<file path="src/sv/tfa_pkg.sv">
package tfa_pkg;

   localparam int unsigned MAX_SEQUENCE = 16;
   localparam int unsigned POS_W        = 4;
   localparam int unsigned TILE_W       = 4;
   localparam int unsigned TIME_W       = 16;
   localparam int unsigned LEN_W        = 5;
   localparam int unsigned PASS_W       = 8;
   localparam int unsigned CSR_IDX_W    = 3;
   localparam int unsigned CSR_DATA_W   = 16;

   typedef enum logic [1:0] {
      CMD_TICK    = 2'd0,
      CMD_WRITE   = 2'd1,
      CMD_RESTART = 2'd2
   } cmd_type;

   typedef enum logic [CSR_IDX_W-1:0] {
      CSR_DWELL_TICKS     = 3'd0,
      CSR_SEQUENCE_LENGTH = 3'd1,
      CSR_REPEAT_LIMIT    = 3'd2,
      CSR_START_POSITION  = 3'd3,
      CSR_IDENTITY_ORDER  = 3'd4
   } csr_index_type;

   localparam logic [TIME_W-1:0] DWELL_TICKS_RESET     = 16'd1;
   localparam logic [LEN_W-1:0]  SEQUENCE_LENGTH_RESET = 5'd16;
   localparam logic [LEN_W-1:0]  SEQUENCE_LENGTH_MAX   = LEN_W'(MAX_SEQUENCE);

endpackage

</file>
<file path="src/sv/tile_frame_animator.sv">
// Sprite frame animator. Each item is a time tick, a write into the 16-entry frame order
// table, or a restart; every item gives exactly one result with the tile shown afterwards
// and the advance, repeat and finish events that it caused. A tick subtracts its elapsed
// count from the frame countdown and steps to the next position when the countdown runs
// out; wrapping past the sequence end counts a pass, and reaching a nonzero repeat limit
// stops the animation until a restart. One item is taken every clock cycle: the new
// state and the result are formed in combinational logic and held in the result register,
// so an item is accepted whenever that register is empty or its result is being taken.
// The result is valid in the cycle after acceptance. Configuration writes take effect
// at the next use and must be made while no result is outstanding.
module tile_frame_animator (
   input  logic                               clock,
   input  logic                               reset,
   input  logic                               req_valid,
   output logic                               req_ready,
   input  logic [1:0]                         req_cmd,
   input  logic [tfa_pkg::TIME_W-1:0]         req_elapsed,
   input  logic [tfa_pkg::POS_W-1:0]          req_entry_index,
   input  logic [tfa_pkg::TILE_W-1:0]         req_entry_tile,
   output logic                               rsp_valid,
   input  logic                               rsp_ready,
   output logic [tfa_pkg::TILE_W-1:0]         rsp_tile_index,
   output logic                               rsp_frame_advanced,
   output logic                               rsp_repeat_event,
   output logic                               rsp_finish_event,
   output logic                               rsp_is_finished,
   input  logic                               csr_write_en,
   input  logic [tfa_pkg::CSR_IDX_W-1:0]      csr_index,
   input  logic [tfa_pkg::CSR_DATA_W-1:0]     csr_wdata
);
   import tfa_pkg::*;

   // configuration
   logic [TIME_W-1:0] dwell_ticks_ff;
   logic [LEN_W-1:0]  sequence_length_ff;
   logic [PASS_W-1:0] repeat_limit_ff;
   logic [POS_W-1:0]  start_position_ff;
   logic              identity_order_ff;

   // animation state; countdown always lies in 1..65535 between items
   logic [TIME_W-1:0] countdown_ff, countdown_in;
   logic [POS_W-1:0]  position_ff, position_in;
   logic [PASS_W-1:0] passes_ff, passes_in;
   logic              stopped_ff, stopped_in;
   logic [TILE_W-1:0] order_ff [MAX_SEQUENCE];
   logic [TILE_W-1:0] order_in [MAX_SEQUENCE];

   // result register
   logic              rsp_valid_ff;
   logic [TILE_W-1:0] rsp_tile_ff, tile_in;
   logic              rsp_adv_ff, adv_in;
   logic              rsp_rep_ff, rep_in;
   logic              rsp_fin_ff, fin_in;
   logic              rsp_stop_ff;

   logic              req_fire;
   logic [TIME_W-1:0] eff_dwell_ticks;
   logic [LEN_W-1:0]  eff_length;
   logic [POS_W-1:0]  restart_position;
   logic [POS_W-1:0]  pos_inc;
   logic              pos_wrap;
   logic [PASS_W-1:0] passes_inc;

   assign req_ready = !rsp_valid_ff || rsp_ready;
   assign req_fire  = req_valid && req_ready;

   always_ff @(posedge clock) begin
      if (reset) begin
         dwell_ticks_ff     <= DWELL_TICKS_RESET;
         sequence_length_ff <= SEQUENCE_LENGTH_RESET;
         repeat_limit_ff    <= '0;
         start_position_ff  <= '0;
         identity_order_ff  <= 1'b1;
      end else if (csr_write_en) begin
         case (csr_index_type'(csr_index))
            CSR_DWELL_TICKS:     dwell_ticks_ff     <= csr_wdata[TIME_W-1:0];
            CSR_SEQUENCE_LENGTH: sequence_length_ff <= csr_wdata[LEN_W-1:0];
            CSR_REPEAT_LIMIT:    repeat_limit_ff    <= csr_wdata[PASS_W-1:0];
            CSR_START_POSITION:  start_position_ff  <= csr_wdata[POS_W-1:0];
            CSR_IDENTITY_ORDER:  identity_order_ff  <= csr_wdata[0];
            default: ;
         endcase
      end
   end

   always_comb begin
      eff_dwell_ticks = (dwell_ticks_ff == '0) ? TIME_W'(1) : dwell_ticks_ff;
      if (sequence_length_ff == '0) begin
         eff_length = LEN_W'(1);
      end else if (sequence_length_ff > SEQUENCE_LENGTH_MAX) begin
         eff_length = SEQUENCE_LENGTH_MAX;
      end else begin
         eff_length = sequence_length_ff;
      end
      restart_position = ({1'b0, start_position_ff} < eff_length) ? start_position_ff : '0;
      pos_inc    = position_ff + POS_W'(1);
      // also wraps when the length has shrunk below the position
      pos_wrap   = (pos_inc == '0) || ({1'b0, pos_inc} >= eff_length);
      passes_inc = passes_ff + PASS_W'(1);
   end

   always_comb begin
      countdown_in = countdown_ff;
      position_in  = position_ff;
      passes_in    = passes_ff;
      stopped_in   = stopped_ff;
      order_in     = order_ff;
      adv_in       = 1'b0;
      rep_in       = 1'b0;
      fin_in       = 1'b0;
      unique case (req_cmd)
         CMD_TICK: begin
            if (!stopped_ff) begin
               if (req_elapsed >= countdown_ff) begin
                  adv_in       = 1'b1;
                  countdown_in = eff_dwell_ticks;
                  if (pos_wrap) begin
                     position_in = '0;
                     passes_in   = passes_inc;
                     if (repeat_limit_ff != '0 && repeat_limit_ff == passes_inc) begin
                        stopped_in = 1'b1;
                        fin_in     = 1'b1;
                     end else begin
                        rep_in = 1'b1;
                     end
                  end else begin
                     position_in = pos_inc;
                  end
               end else begin
                  countdown_in = countdown_ff - req_elapsed;
               end
            end
         end
         CMD_WRITE: begin
            order_in[req_entry_index] = req_entry_tile;
         end
         CMD_RESTART: begin
            countdown_in = eff_dwell_ticks;
            position_in  = restart_position;
            passes_in    = '0;
            stopped_in   = 1'b0;
         end
         default: ;
      endcase
      // write forwarded so the result sees the table after this item
      tile_in = identity_order_ff ? position_in : order_in[position_in];
   end

   always_ff @(posedge clock) begin
      if (reset) begin
         countdown_ff <= TIME_W'(1);
         position_ff  <= '0;
         passes_ff    <= '0;
         stopped_ff   <= 1'b0;
         for (int i = 0; i < MAX_SEQUENCE; i++) begin
            order_ff[i] <= '0;
         end
      end else if (req_fire) begin
         countdown_ff <= countdown_in;
         position_ff  <= position_in;
         passes_ff    <= passes_in;
         stopped_ff   <= stopped_in;
         order_ff     <= order_in;
      end
   end

   always_ff @(posedge clock) begin
      if (reset) begin
         rsp_valid_ff <= 1'b0;
      end else if (req_fire) begin
         rsp_valid_ff <= 1'b1;
      end else if (rsp_ready) begin
         rsp_valid_ff <= 1'b0;
      end
   end

   always_ff @(posedge clock) begin
      if (req_fire) begin
         rsp_tile_ff <= tile_in;
         rsp_adv_ff  <= adv_in;
         rsp_rep_ff  <= rep_in;
         rsp_fin_ff  <= fin_in;
         rsp_stop_ff <= stopped_in;
      end
   end

   assign rsp_valid          = rsp_valid_ff;
   assign rsp_tile_index     = rsp_tile_ff;
   assign rsp_frame_advanced = rsp_adv_ff;
   assign rsp_repeat_event   = rsp_rep_ff;
   assign rsp_finish_event   = rsp_fin_ff;
   assign rsp_is_finished    = rsp_stop_ff;

   a_finish_stops: assert property (@(posedge clock) disable iff (reset)
      rsp_valid_ff && rsp_fin_ff |-> rsp_stop_ff && rsp_adv_ff)
      else $error("finish event without stop");

   a_repeat_needs_advance: assert property (@(posedge clock) disable iff (reset)
      rsp_valid_ff && rsp_rep_ff |-> rsp_adv_ff && !rsp_fin_ff && !rsp_stop_ff)
      else $error("repeat event inconsistent");

   a_stopped_tick_idle: assert property (@(posedge clock) disable iff (reset)
      req_fire && req_cmd == CMD_TICK && stopped_ff
      |=> stopped_ff && !rsp_adv_ff && $stable(position_ff))
      else $error("tick moved a stopped animation");

   a_countdown_nonzero: assert property (@(posedge clock) disable iff (reset)
      req_fire |=> countdown_ff != '0)
      else $error("countdown left at zero");

endmodule
</file>
<file path="config.mk">
export PLATFORM = sky130hd
export DESIGN_NAME = tile_frame_animator
export DESIGN_NICKNAME = d
export VERILOG_FILES = /design/src/sv/tfa_pkg.sv /design/src/sv/tile_frame_animator.sv
export SDC_FILE = /design/constraint.sdc
export NUM_CORES = 1
export LEC_CHECK = 0
export ABC_AREA = 1
export BUFFER_PORTS_ARGS = -buffer_cell sky130_fd_sc_hd__buf_2
export CAP_MARGIN = 15
export CORE_AREA = 2 2 114 116
export DETAILED_ROUTE_END_ITERATION = 10
export DIE_AREA = 0 0 116 118
export GPL_TIMING_DRIVEN = 1
export PLACE_DENSITY = 0.91
export SLEW_MARGIN = 20
export SYNTH_ARGS = -nofsm -noshare
export SYNTH_HDL_FRONTEND = slang
export SYNTH_SLANG_ARGS = --single-unit
</file>
<file path="constraint.sdc">
create_clock -name clock -period 6.7 [get_ports clock]
set_input_delay 0.335 -clock clock [delete_from_list [all_inputs] [get_ports clock]]
set_output_delay 0.335 -clock clock [all_outputs]
set_load 0.01 [all_outputs]
</file>
==> flow_summary.ini, run 1 <==
[yosys]
synthTopCellsByArea = dfxtp_1 (32%), nand2_1 (10%), o21ai_0 (9.2%), inv_1 (7.9%), nor2_1 (7.7%)
synth_flop_cell = dfxtp_1
ys_ff_latch = 136
synthTopCellsByCount = nand2_1 (221), inv_1 (168), nor2_1 (164)
synth-async-reset-ratio_pct = 0
synth_top_area_cell = dfxtp_1
synth-edff-count = 8
syn_area_per_cell_um2 = 6.67
syn-cell-area_um2 = 8030
synth.most_common_cell = nand2_1
synth_cells = 1204
syn_nets = 1280
synth.distinct_cells = 46
synth.top_cell.area_share_pct = 31.9
yosysSeqAreaShare_pct = 34.9
yosys_warnings = 0

[floorplan]
io_pins = 60
num_rows = 41
core-area_um2 = 12400
dieHeight_um = 118
die_area_um2 = 13700
initial_core_util_pct = 64.7
die-width_um = 116

[worst_setup_path]
worstSetupPathType = reg2reg
reg2reg_to = countdown_ff[4]
cp-end-kind = flop
crit_chain = inv_1, ha_1, fa_1, inv_1, nand3_1, nand2_1, nand2_1, nand2_2, nand2_2, nand2_2, nand2_4, nor2_1, inv_1, nand2_1, inv_1, a221oi_1, nor2_1
r2r_cells = 17
slowest_delay_ns = 0.54
crit_slowest_cell = nor2_1
worst_setup_path_start_kind = flop
cp_common_cell = inv_1
cp.arrival_ns = 3.74
critical_path_required_ns = 7.02
reg2reg_slack_ns = 3.28
cp_max_fo = 15
timing.rr.start = countdown_ff[0]

[outcome]
status = completed

[clock_tree]
cts_num_sinks = 136
cts_root_buf = clkbuf_16
cts-resized-gates = 0
clkLatencyLatePin_ns = 0.43
ctsHoldBuffers = 0
clk_pin_slew_ns = 0.06
numCtsBuffers = 17
cts_buffer_depth = 2
cts_tree = done
cts_setup_buffers = 0
htree_levels = 4

[hold_path]
hp-start = csr_wdata[15]
hold_path_depth = 3
worst_hold_path_type = in2reg
min_to = dwell_ticks_ff[15]

[power]
power_density_nw_per_um2 = 257
p_leak_nw = 4.55
power_mw = 2.31
vdd_drop_max_mv = 0.158

[timing]
hold_viol_final = 0
setup_viol = 0
relSlewSlack_pct = 27.9
grt_setup_unrepaired = no
period_needed_ns = 3.42
tns_ns = 0
fin_worst_skew_ns = 0.00820
slew_violations = 0
fmax_mhz = 293
finalCritPeriodShare_pct = 51.0
tightest_slew_ns = 1.08

[layout]
syn2layout_area_growth_pct = 12.1
fillCellCount = 953
diodes = 0
nNetsFinal = 1315
instances_no_fill = 1424
multi_input_area_um2 = 4380
area.sequential_um2 = 2800
drive_gt1_share_pct = 9.98

[global_route]
antenna_found_initial = 0
grt_max_degree = 82
overflow = 0
grt_util_all_layers_pct = 32.6
grt_pass1_wl_um = 35700
grt_pass1_vias = 7731

[detailed_routing]
vias_per_cell = 5.76
drc_errors = 0
ant_nets = 0
wire_per_inst_um = 15.1
totalWireLength_um = 21500
dr.first_iter.drc_count = 970
route.vias.total = 8209
dr.pass1.iters = 5

[place]
placed_cells = 1392
place_hpwl_um = 14200
port_buffers = 59
gp_congestion = 0.988

[run]
maxCapViolations = 0
-- logic make-up (layout without fill, tap and decap cells) --
logic type                 Yosys count  in the layout  synth area share (%)
AOI/OAI and AO/OA                  287            287                  20.1
xor gates and xnor gates            18             18                  1.96
adders and majority gates           26             26                  4.14
buffers and inverters              223            271                  10.7
DFF                                136            136                  34.9
muxes                               16             16                  1.99
and+or+nand+nor                    498            498                  26.1
-- power by group --
group / leakage (nW) / switching (mW) / internal (mW)
Combinational: 3.12 / 0.273 / 0.138
Sequential: 1.13 / 0.0336 / 0.871
Clock: 0.299 / 0.377 / 0.621
-- cell usage in the layout (no fill, tap or decap), drive strengths merged, types with 2 or more instances in the layout --
master	instances
nand2	230
a21o	2
buf	62
clkinvlp	3
nand4	6
nor2	167
ha	25
nor4	6
nand3	81
or2	2
o211ai	37
a221oi	3
a211oi	5
edfxtp	8
bufinv	3
xor2	13
inv	179
mux2i	16
o21ai	147
nor3	5
dfxtp	128
clkbuf	20
o211a	2
xnor2	5
clkinv	4
a21oi	81
o31ai	2
a31oi	3
-- worst max-delay path: cells and delay by family (launching register included) --
family          cells  cell delay (ns)
flops               1             0.30
compound gates      1             0.27
buf+inv             4             0.65
fa+ha+maj           2             0.62
simple gates       10             1.44
-- through the flow --
step | utilization, % | worst slack (ns) | cell area [µm²] | hold slack, ns
CTS | 72.5 | 3.32 | 9000 | 0.147
detailed placement | 67.4 | 3.23 | 8370 | 0.465
finish | 72.6 | 3.28 | 9010 | 0.155
global placement | 67.4 | 3.44 | 8370 | 0.457
floorplan | - | 4.00 | 8030 | 0.439
global route | 72.6 | 2.83 | 9010 | 0.168
-- worst max path at each step --
stage,from,endpoint,slack (ns),depth (start not counted)
global route,countdown_ff[0],countdown_ff[4],2.83,17
detailed placement,req_elapsed[0],countdown_ff[4],3.23,17
finish,countdown_ff[0],countdown_ff[4],3.28,17
CTS,countdown_ff[0],countdown_ff[4],3.32,17
global placement,req_elapsed[0],countdown_ff[3],3.44,17
floorplan,position_ff[0],rsp_tile_index[3],4.00,19
-- final cells by class --
class,count,share of cell area [%]
clock inverter,12,1.81
multi-input combinational,845,48.6
tap,172,2.39
sequential,136,31.1
inverter,177,7.40
clock buffer,20,5.19
timing repair buffer,62,3.53
-- registers in the layout, summed over array words and instances, names as in the netlist --
register / count
position_ff: 4
stopped_ff: 1
rsp_repeat_event: 1
identity_order_ff: 1
rsp_valid: 1
order_ff: 64
dwell_ticks_ff: 16
rsp_finish_event: 1
rsp_is_finished: 1
start_position_ff: 4
passes_ff: 8
sequence_length_ff: 5
rsp_frame_advanced: 1
rsp_tile_index: 4
repeat_limit_ff: 8
countdown_ff: 16
-- routing by layer --
metal	up-vias	wire length, µm	share of wire, %	global-route usage [%]
met5	-	0	0	0
li1	4024	-	-	-
met1	3670	8780	41	43.2
met2	445	9670	45	49.6
met3	70	2310	11	7.88
met4	0	693	3.2	15.8
(Power assumes the default switching activity.)
==> run 2: changes to the inputs <==
CORE_AREA = 2 2 124 126   (was 2 2 114 116)
DIE_AREA = 0 0 126 128   (was 0 0 116 118)
PLACE_DENSITY = 0.82   (was 0.91)
clock period = 2.8 ns   (was 6.7 ns; I/O delays follow)
==> run 2 against run 1 <==
The run now ends with setup timing left. Utilization fell by 6.7 points. Non-clock buffer count rose by 50. Cell count rose by 4.8%. Critical path depth rose by 3. Setup slack got worse by 3.3 ns. Critical endpoint is now rsp_tile_index[1].
==> flow_summary.ini, run 2 (same netlist as run 1, synthesis figures left out) <==
[timing]
tightest_slew_ns = 0.685
slew_violations = 0
hold_viol_final = 0
finalCritPeriodShare_pct = 101
fin_worst_skew_ns = 0.00795
whs_ns = 0.0113
relSlewSlack_pct = 54.2
period_needed_ns = 2.83
fin_ws_ns = -0.0299
grt_setup_unrepaired = yes
setup_viol = 2
fmax_mhz = 353

[worst_setup_path]
worstSetupPathType = reg2reg
cp.arrival_ns = 3.02
timing.rr.start = sequence_length_ff[3]
cp-end-kind = flop
crit_start = sequence_length_ff[3]
r2r_cells = 20
critical_path_required_ns = 2.99
cp_max_fo = 7
worst_setup_path_start_kind = flop

[global_route]
antenna_found_initial = 0
overflow = 0
grt_pass1_wl_um = 35000
grt_pass1_vias = 7400
grt_max_degree = 51
grt_util_all_layers_pct = 26.7

[detailed_routing]
dr.pass1.iters = 9
route.vias.total = 8395
drc_errors = 0
vias_per_cell = 5.63
totalWireLength_um = 23000
wire_per_inst_um = 15.4
dr.first_iter.drc_count = 920
ant_nets = 0

[power]
switching_share_pct = 32.0
pwr-share-clk_pct = 37.5
p_int_mw = 3.70
power_density_nw_per_um2 = 555
p_seq_share_pct = 39.8
power_mw = 5.44
p_leak_nw = 4.88
vdd_drop_max_mv = 0.456
power_frac_comb_pct = 22.8
p_switching_mw = 1.74

[clock_tree]
clkLatencyLatePin_ns = 0.43
htree_levels = 4
cts_tree = done
clk_pin_slew_ns = 0.06
cts_buffer_depth = 2
cts_num_sinks = 136
numCtsBuffers = 17
cts_root_buf = clkbuf_16

[place]
placed_cells = 1427
port_buffers = 59
gp_congestion = 0.989
placed_cell_area_um2 = 8580
place_hpwl_um = 14700

[layout]
top_register = order_ff
instances_no_fill = 1492
post-route-cell-area_um2 = 9790
fillCellCount = 1249
final_cell_mix = nand2_1 (201), inv_1 (161), nor2_1 (157), o21ai_0 (142), dfxtp_1 (123)
reg_top3 = order_ff x64, countdown_ff x16, dwell_ticks_ff x16
final_common_cell = nand2_1
syn2layout_area_growth_pct = 21.9
largest_reg_flops = 64
nNetsFinal = 1367
utilization_pct = 65.9
drive_gt1_share_pct = 17.2
diodes = 0

[floorplan]
dieHeight_um = 128
initial_core_util_pct = 54.0
die-width_um = 126
io_pins = 60
die_area_um2 = 16100
num_rows = 45
core-area_um2 = 14900

[hold_path]
worst_hold_path_type = in2reg
hold_path_depth = 4
hp-start = rsp_ready

[outcome]
violations = setup timing
status = finished with violations

[run]
maxCapViolations = 0
==> run 2: timing repair <==
item | in CTS | in global routing
hold endpoints to repair | 12 | 0
gates cloned | 0 | 5
hold buffers | 12 | 0
gates resized for setup | 3 | 91
setup endpoints to repair | 4 | 8
setup buffers | 1 | 15
pin swaps | 3 | 41
==> run 2: worst paths after layout <==
path | end | slack, ns
worst max-delay path | rsp_tile_index[1] | -0.03
worst min-delay path | rsp_valid | 0.01
worst max register to register | rsp_tile_index[1] | -0.03
worst min register to register | countdown_ff[6] | 0.47
==> run 2: power by group through the flow <==
stage	clock network, mW	logic [mW]	registers, mW
global placement	0	0.976	2.19
finish	2.04	1.24	2.16
global route	2.14	1.36	2.17
floorplan	0	0.727	2.18
CTS	2.05	1.03	2.16
detailed placement	0	1.00	2.20
==> run 2: metrics by stage <==
step           setup TNS [ns]  setup slack, ns
6_report              -0.0409          -0.0299
5_1_grt                -0.462           -0.175
4_1_cts                     0           0.0179
3_5_place_dp           -0.112          -0.0368
3_3_place_gp                0           0.0451
2_1_floorplan               0            0.104
==> run 2: critical path: stages, from the launching register on <==
cell and delay, ns:
dfxtp_4 0.36, nor2_4 0.10, nand2_2 0.08, nand2_4 0.10, nand2_4 0.08, ha_4 0.22
a21oi_2 0.14, nor2_1 0.05, a21oi_1 0.10, and2_4 0.18, nand2_4 0.05, a21oi_4 0.20
buf_12 0.16, nand2_8 0.08, buf_12 0.15, nor2_1 0.12, o21ai_1 0.10, nand3_1 0.09
nand3_1 0.09, nand2_1 0.08, inv_1 0.04
==> run 2: routing by layer <==
metal / vias to the layer above / GRT usage, % / part of all wire (%)
met2: 368 / 43.6 / 46
li1: 4130 / - / -
met1: 3803 / 34.2 / 41
met4: 0 / 9.31 / 3.7
met3: 94 / 7.51 / 8.9
met5: - / 0 / 0
==> run 2: layout make-up <==
cell class	instances	area, µm²	area share [%]
multi-input cells	847	4680	47.8
clock buffers	18	429	4.38
repair buffers	112	857	8.75
clock inverters	14	101	1.04
flip-flops and latches	136	2810	28.7
well taps	188	235	2.40
inverters	177	672	6.86
==> run 3: changes to the inputs <==
MAX_ROUTING_LAYER = met4   (was default)
SLEW_MARGIN = 40   (was 20)
==> run 3 against run 2 <==
The run still ends with setup timing left. Routed wire length fell by 2.6%. Sequential power barely moved. Critical path depth fell by 2. Combinational power fell by 7%. Largest cell class unchanged.
==> flow_summary.ini, run 3 (same netlist as run 1, synthesis figures left out) <==
[hold_path]
worst_hold_path_type = in2reg

[global_route]
grt_util_all_layers_pct = 27.6
grt_max_degree = 97
grt_pass1_wl_um = 35500
antenna_found_initial = 0
grt_pass1_vias = 7574
overflow = 0

[outcome]
violations = setup timing
status = finished with violations

[floorplan]
die-width_um = 126
num_rows = 45
dieHeight_um = 128
io_pins = 60
die_area_um2 = 16100
core-area_um2 = 14900
initial_core_util_pct = 54.0

[worst_setup_path]
critPathBufInv = 1
path_delay_family = simple AND/OR/NAND/NOR gates
worstSetupPathType = reg2reg
slowest_delay_ns = 0.33
cp-end-kind = flop
cp_common_cell = nand2_2
crit_slowest_cell = dfxtp_2
worst_setup_path_start_kind = flop
critical_path_required_ns = 2.99
cp.arrival_ns = 3.02
crit_chain = nor2_2, nand2_2, nand2_2, nand2_2, ha_1, nand2_1, nand2_1, a21boi_2, nand3_2, nor2_1, nand3_1, nand3_1, nand2_4, buf_6, o211ai_1, nand3_1, nand3_2, nand2_2
cp_max_fo = 11

[layout]
final_cell_mix = nand2_1 (209), inv_1 (165), nor2_1 (158), o21ai_0 (143), dfxtp_1 (123)
utilization_pct = 64.5
fillCellCount = 1290
reg_top3 = order_ff x64, countdown_ff x16, dwell_ticks_ff x16
top_register = order_ff
nNetsFinal = 1355
multi_input_area_um2 = 4540
final_common_cell = nand2_1
diodes = 0
instances_no_fill = 1479
drive_gt1_share_pct = 15.1
largest_reg_flops = 64
area.sequential_um2 = 2810
syn2layout_area_growth_pct = 19.3

[clock_tree]
htree_levels = 4
cts_buffer_depth = 2
cts_root_buf = clkbuf_16
cts_tree = done
numCtsBuffers = 17
clk_pin_slew_ns = 0.06
clkLatencyLatePin_ns = 0.43
cts_num_sinks = 136

[timing]
grt_setup_unrepaired = yes
finalCritPeriodShare_pct = 101
fin_worst_skew_ns = 0.00921
fin_ws_ns = -0.0304
period_needed_ns = 2.83
fmax_mhz = 353
relSlewSlack_pct = 59.1
slew_violations = 0
setup_viol = 2
hold_viol_final = 0
tightest_slew_ns = 0.613

[detailed_routing]
dr.pass1.iters = 8
vias_per_cell = 5.69
dr.first_iter.drc_count = 874
ant_nets = 0
route.vias.total = 8415
totalWireLength_um = 22400
drc_errors = 0
wire_per_inst_um = 15.2

[place]
place_ws_ns = -0.0205
gp_congestion = 1.00
place_hpwl_um = 14500
port_buffers = 59
placed_cells = 1426

[power]
power_mw = 5.58
vdd_drop_max_mv = 0.424
power_density_nw_per_um2 = 583
p_leak_nw = 4.81

[run]
maxCapViolations = 0
-- run 3: repair_timing --
| item | in CTS | in global routing |
|---|---|---|
| setup buffers | 0 | 8 |
| gates resized for setup | 2 | 54 |
| hold buffers | 11 | 0 |
| gates cloned | 0 | 3 |
| endpoints found under the setup margin | 3 | 8 |
| pin swaps | 3 | 28 |
| hold endpoints to repair | 12 | 0 |
-- run 3: area by class of cell --
class                   instances  area share [%]
flip-flops and latches        136            29.3
well taps                     188            2.45
clock buffers                  20            4.99
inverters                     177            6.98
clock inverters                11            1.24
multi-input cells             846            47.4
repair buffers                101            7.62
-- run 3: stage by stage --
step	area (µm²)	hold WS [ns]	setup TNS [ns]
2_1_floorplan	8030	0.270	0
3_3_place_gp	8560	0.397	0
3_5_place_dp	8560	0.402	-0.0321
4_1_cts	9280	0.00809	0
5_1_grt	9590	0.0442	-0.674
6_report	9590	0.00477	-0.0412
-- run 3: report_power, final --
part	total [mW]	internal, mW	switching (mW)
sequential	2.16	2.09	0.0765
clock	2.28	1.40	0.874
combinational	1.15	0.432	0.713
-- run 3: worst paths after layout --
check / cells after the start / start / slack (ns) / endpoint
setup / recovery: 18 / sequence_length_ff[1] / -0.03 / rsp_tile_index[3]
hold / removal: 3 / csr_wdata[2] / 0.005 / repeat_limit_ff[2]
setup reg to reg: 18 / sequence_length_ff[1] / -0.03 / rsp_tile_index[3]
hold reg to reg: 2 / countdown_ff[6] / 0.48 / countdown_ff[6]
-- run 3: worst reg2reg max path: stages, from the launching register on --
cell and delay, ns:
dfxtp_2 0.33, nor2_2 0.12, nand2_2 0.08, nand2_2 0.10, nand2_2 0.10, ha_1 0.32, nand2_1 0.07, nand2_1 0.06
a21boi_2 0.17, nand3_2 0.13, nor2_1 0.12, nand3_1 0.10, nand3_1 0.17, nand2_4 0.15, buf_6 0.18, o211ai_1 0.10
nand3_1 0.13, nand3_2 0.11, nand2_2 0.05
-- run 3: routing by layer --
layer	global-route usage [%]	share of wire [%]	routed length, µm
met1	34.9	43	9640
met2	43.7	46	10200
met3	5.97	8.6	1940
met5	-	0	0
met4	10.5	2.9	642
